## config.mk

```make
export PLATFORM = sky130hd
export DESIGN_NAME = sha256_core
export DESIGN_NICKNAME = d
export VERILOG_FILES = /design/src/rtl/sha256_pkg.sv /design/src/rtl/sha256_core.sv
export SDC_FILE = /design/constraint.sdc
export NUM_CORES = 2
export LEC_CHECK = 0
export BUFFER_PORTS_ARGS = -buffer_cell sky130_fd_sc_hd__buf_2
export CAP_MARGIN = 25
export CORE_AREA = 10 10 391 393
export DETAILED_ROUTE_END_ITERATION = 6
export DIE_AREA = 0 0 401 403
export PLACE_DENSITY_LB_ADDON = 0.3
export SLEW_MARGIN = 20
export SYNTH_ARGS = -nofsm -noshare
export SYNTH_HDL_FRONTEND = slang
export SYNTH_SLANG_ARGS = --single-unit
```

## constraint.sdc

```tcl
create_clock -name clk_i -period 12.5 [get_ports clk_i]
set_input_delay 2.5 -clock clk_i [delete_from_list [all_inputs] [get_ports clk_i]]
set_output_delay 2.5 -clock clk_i [all_outputs]
set_load 0.02 [all_outputs]
```

## src/rtl/sha256_pkg.sv

```systemverilog
// ----------------------------------------------------------------------------
// SHA-256 package
// Round constants, initial hash values, sequencer states and round helpers.
// ----------------------------------------------------------------------------
`default_nettype none

package sha256_pkg;

  localparam int unsigned WordW   = 32;
  localparam int unsigned NumWords = 8;
  localparam int unsigned BlockBytes = 64;
  localparam int unsigned PadLimit = 56;
  localparam logic [7:0] PadByte = 8'h80;

  typedef logic [31:0] word_t;

  typedef enum logic [2:0] {
    StIdle,
    StPad,
    StLoad,
    StRound,
    StFinal,
    StOut
  } state_e;

  localparam word_t InitHash [NumWords] = '{
    32'h6a09e667, 32'hbb67ae85, 32'h3c6ef372, 32'ha54ff53a,
    32'h510e527f, 32'h9b05688c, 32'h1f83d9ab, 32'h5be0cd19
  };

  localparam word_t RoundK [64] = '{
    32'h428a2f98, 32'h71374491, 32'hb5c0fbcf, 32'he9b5dba5,
    32'h3956c25b, 32'h59f111f1, 32'h923f82a4, 32'hab1c5ed5,
    32'hd807aa98, 32'h12835b01, 32'h243185be, 32'h550c7dc3,
    32'h72be5d74, 32'h80deb1fe, 32'h9bdc06a7, 32'hc19bf174,
    32'he49b69c1, 32'hefbe4786, 32'h0fc19dc6, 32'h240ca1cc,
    32'h2de92c6f, 32'h4a7484aa, 32'h5cb0a9dc, 32'h76f988da,
    32'h983e5152, 32'ha831c66d, 32'hb00327c8, 32'hbf597fc7,
    32'hc6e00bf3, 32'hd5a79147, 32'h06ca6351, 32'h14292967,
    32'h27b70a85, 32'h2e1b2138, 32'h4d2c6dfc, 32'h53380d13,
    32'h650a7354, 32'h766a0abb, 32'h81c2c92e, 32'h92722c85,
    32'ha2bfe8a1, 32'ha81a664b, 32'hc24b8b70, 32'hc76c51a3,
    32'hd192e819, 32'hd6990624, 32'hf40e3585, 32'h106aa070,
    32'h19a4c116, 32'h1e376c08, 32'h2748774c, 32'h34b0bcb5,
    32'h391c0cb3, 32'h4ed8aa4a, 32'h5b9cca4f, 32'h682e6ff3,
    32'h748f82ee, 32'h78a5636f, 32'h84c87814, 32'h8cc70208,
    32'h90befffa, 32'ha4506ceb, 32'hbef9a3f7, 32'hc67178f2
  };

  function automatic word_t ror(input word_t x, input int unsigned n);
    ror = (x >> n) | (x << (WordW - n));
  endfunction

endpackage

`default_nettype wire

```

## src/rtl/sha256_core.sv

```systemverilog
// ----------------------------------------------------------------------------
// SHA-256 round unit
// One compression round per cycle while round_i is high, over a 16-word rolling message schedule.
// ----------------------------------------------------------------------------
`default_nettype none

module sha256_core (
  input  wire logic                   clk_i,
  input  wire logic                   load_i,   // take chaining value and block
  input  wire logic                   round_i,  // run one round
  input  wire logic [5:0]             round_idx_i,
  input  wire sha256_pkg::word_t      hin_i  [8],
  input  wire sha256_pkg::word_t      blk_i  [16],
  output      sha256_pkg::word_t      v_o    [8]
);
  import sha256_pkg::*;

  word_t v_q [8];
  word_t w_q [16];
  word_t s0, s1, wnew, big1, big0, ch, maj, t1;

  always_comb begin
    s0   = ror(w_q[1], 7) ^ ror(w_q[1], 18) ^ (w_q[1] >> 3);
    s1   = ror(w_q[14], 17) ^ ror(w_q[14], 19) ^ (w_q[14] >> 10);
    wnew = w_q[0] + s0 + w_q[9] + s1;
    big1 = ror(v_q[4], 6) ^ ror(v_q[4], 11) ^ ror(v_q[4], 25);
    ch   = (v_q[4] & v_q[5]) ^ (~v_q[4] & v_q[6]);
    t1   = v_q[7] + big1 + ch + RoundK[round_idx_i] + w_q[0];
    big0 = ror(v_q[0], 2) ^ ror(v_q[0], 13) ^ ror(v_q[0], 22);
    maj  = (v_q[0] & v_q[1]) ^ (v_q[0] & v_q[2]) ^ (v_q[1] & v_q[2]);
  end

  always_ff @(posedge clk_i) begin
    if (load_i) begin
      v_q <= hin_i;
      w_q <= blk_i;
    end else if (round_i) begin
      for (int i = 0; i < 15; i++) w_q[i] <= w_q[i+1];
      w_q[15] <= wnew;
      v_q[7] <= v_q[6];
      v_q[6] <= v_q[5];
      v_q[5] <= v_q[4];
      v_q[4] <= v_q[3] + t1;
      v_q[3] <= v_q[2];
      v_q[2] <= v_q[1];
      v_q[1] <= v_q[0];
      v_q[0] <= t1 + big0 + maj;
    end
  end

  assign v_o = v_q;

endmodule

`default_nettype wire

```

==> results.json <==
{
  "outcome": "finished, final reports clean",
  "die_w_microns": 401,
  "core_region_area_sq_mm": 0.145,
  "worstMarginPinSlew_ns": 1.17,
  "rsz0062_at_grt": "no",
  "grt_use_total_pct": 25.8,
  "clock_skew_ns": 0.0604,
  "yosysWarnings": 0,
  "rows": 140,
  "max-cap-violations": 0,
  "fin_setup_tns_ns": 0,
  "cp_max_fo": 13,
  "syn_nets": 5052,
  "crit_arrival_ns": 10.59,
  "post_drt_wl_per_cell_microns": 31.5,
  "grt_remaining_overflow": 0,
  "fin_crit_ns": 10.18,
  "post_cts_buffers": 0,
  "synth-seq-cells": 768,
  "antenna_found_initial": 104,
  "nets": 6011,
  "fill_cells": 14000,
  "critical_path_required_ns": 12.92,
  "cts_resized": 0,
  "cts_tree": "done",
  "endpoint_kind": "flip-flop",
  "slowest_stage": "ha_1",
  "cts.sinks": 768,
  "vias_per_cell": 5.23,
  "cts_buffer_depth": 3,
  "crit_type": "in2reg",
  "slew_headroom_pct": 22.0,
  "seqCellArea_sq_mm": 0.0231,
  "cts_buffers": 90,
  "seq_area_frac_synth_pct": 47.5,
  "start_kind": "input port",
  "htree_levels": 3,
  "grt_pass1_wl_microns": 294000,
  "dieHeight_microns": 403,
  "post_route_cells_drive_above_1_share_pct": 38.5,
  "syn_area_sq_mm": 0.0486,
  "period_share_pct": 81.4,
  "first_iter_violations": 3848,
  "synth_area_per_cell_sq_um": 12.3,
  "hold_viol": 0,
  "root_buffer": "clkbuf_16",
  "cts_hold_buf": 0,
  "antenna_left": 0,
  "dr.pass1.iters": 5,
  "synth_edf_count": 768,
  "cpPeakStageDelay_ns": 0.70,
  "max_freq_ghz": 0.0983,
  "yosys.cell_types.count": 77,
  "die-area_sq_mm": 0.162,
  "wirelength_microns": 218000,
  "drc": 0,
  "finalSetupViolCount": 0,
  "grt_pass1_vias": 36400,
  "gp_congestion": 0.983,
  "vias": 36100,
  "area_growth_pct": 21.3,
  "io_buffers": 1032,
  "io_pins": 1033,
  "cts.clk_slew.worst_paths_ns": 0.06,
  "netlist_instances": 3946,
  "hp-class": "reg2reg",
  "start_util_pct": 33.5,
  "grt_start_max_net_pins": 191,
  "multi_input_area_sq_mm": 0.0233,
  "finalMaxSlewViolations": 0,
  "async_flop_share_pct": 0,
  "synth-main-ff-cell": "edfxtp_1",
  "hpwl_microns": 177000,
  "insertion_delay_ns": 0.73
}
[cells in the mapped netlist, drive strengths merged (6+ instances only)]
cell    count  share of area (%)
a211o       6               0.11
a211oi     24               0.37
a21boi      6              0.093
a21o       52               0.80
a21oi     174                1.8
a221oi      8               0.18
a311o       6               0.12
a311oi     11               0.20
a31oi      14               0.18
and2        7              0.090
and3       14               0.18
buf        12              0.095
clkbuf    207                1.6
edfxtp    768                 47
fa        187                7.7
ha        142                3.7
inv       366                2.8
maj3       21               0.43
mux2      681                 16
mux2i      15               0.31
mux4        7               0.32
nand2     254                2.0
nand2b     24               0.31
nand3      30               0.31
nand3b      6              0.093
nand4       6              0.077
nor2      100               0.77
nor2b      17               0.22
nor3       22               0.23
o211ai     28               0.43
o21a       17               0.26
o21ai     238                2.5
o21bai     17               0.26
o311ai     11               0.20
o31ai      11               0.17
or2         6              0.077
or3        10               0.13
xnor2     224                4.0
xor2      129                2.3
[logic make-up after synthesis]
logic type	synth area share, %
and+or+nand+nor	4.62
buffers and inverters	4.54
AOI/OAI and AO/OA	8.66
xor gates and xnor gates	6.46
muxes	16.4
DFF	47.5
adders and majority gates	11.8
[metal layers]
layer / wire, microns / GRT usage [%] / vias up
li1: - / - / 16100
met1: 93400 / 34.7 / 17900
met2: 98600 / 40.2 / 1761
met3: 19100 / 7.13 / 351
met4: 6430 / 7.77 / 58
met5: 363 / 0 / -
[area by class of cell]
type | count | area share [%]
Antenna cell | 24 | 0.102
Clock buffer | 113 | 3.97
Clock inverter | 50 | 1.13
Inverter | 368 | 2.35
Multi-Input combinational cell | 2591 | 39.6
Sequential cell | 768 | 39.2
Tap cell | 1917 | 4.07
Timing Repair Buffer | 1086 | 9.65
[worst max-delay path: cells and delay by family]
kind	cells	cell delay, ns
compound gates	12	2.20
xor+xnor	2	0.73
fa+ha+maj	6	2.73
buf+inv	4	0.87
mux	1	0.55
simple gates	6	0.98
[cell usage in the layout, fill, tap and decap left out, types with 52 or more instances in the layout]
cell | synthesis | routed
xor2_1 | 129 | 129
edfxtp_1 | 768 | 768
nand2_1 | 254 | 254
mux2_2 | 681 | 681
a21oi_1 | 172 | 172
buf_2 | 1 | 1029
nor2_1 | 100 | 100
inv_1 | 365 | 365
o21ai_0 | 230 | 230
xnor2_1 | 224 | 224
a21o_1 | 52 | 52
ha_1 | 142 | 142
clkbuf_16 | 0 | 90
fa_1 | 187 | 187
[stage by stage]
| step | cell area (sq um) | util (%) | hold slack (ns) | cells | setup WS [ns] |
|---|---|---|---|---|---|
| floorplan | 48600 | - | 0.525 | 3946 | 2.84 |
| global placement | 55800 | 38.4 | 0.526 | 6727 | 1.86 |
| detailed placement | 55800 | 38.4 | 0.533 | 6728 | 1.82 |
| CTS | 58800 | 40.5 | 0.505 | 6891 | 2.55 |
| global route | 58900 | 40.6 | 0.529 | 6909 | 1.79 |
| finish | 58900 | 40.6 | 0.504 | 6917 | 2.32 |
[registers in the layout, indices dropped and copies added (netlist names)]
name / cells
v_o: 256
w_q: 512
[final timing paths]
check                           cells after the start       end  slack [ns]           start
worst min-delay path                                1  w_q[138]        0.50        w_q[106]
worst min register to register                      1  w_q[138]        0.50        w_q[106]
worst max register to register                     29  v_o[254]        4.34        v_o[122]
worst max-delay path                               31  v_o[254]        2.32  round_idx_i[0]
Power is left out: the tool's default activity adds up to more than one toggle a clock period on the data nets, which glitch-free logic cannot reach.
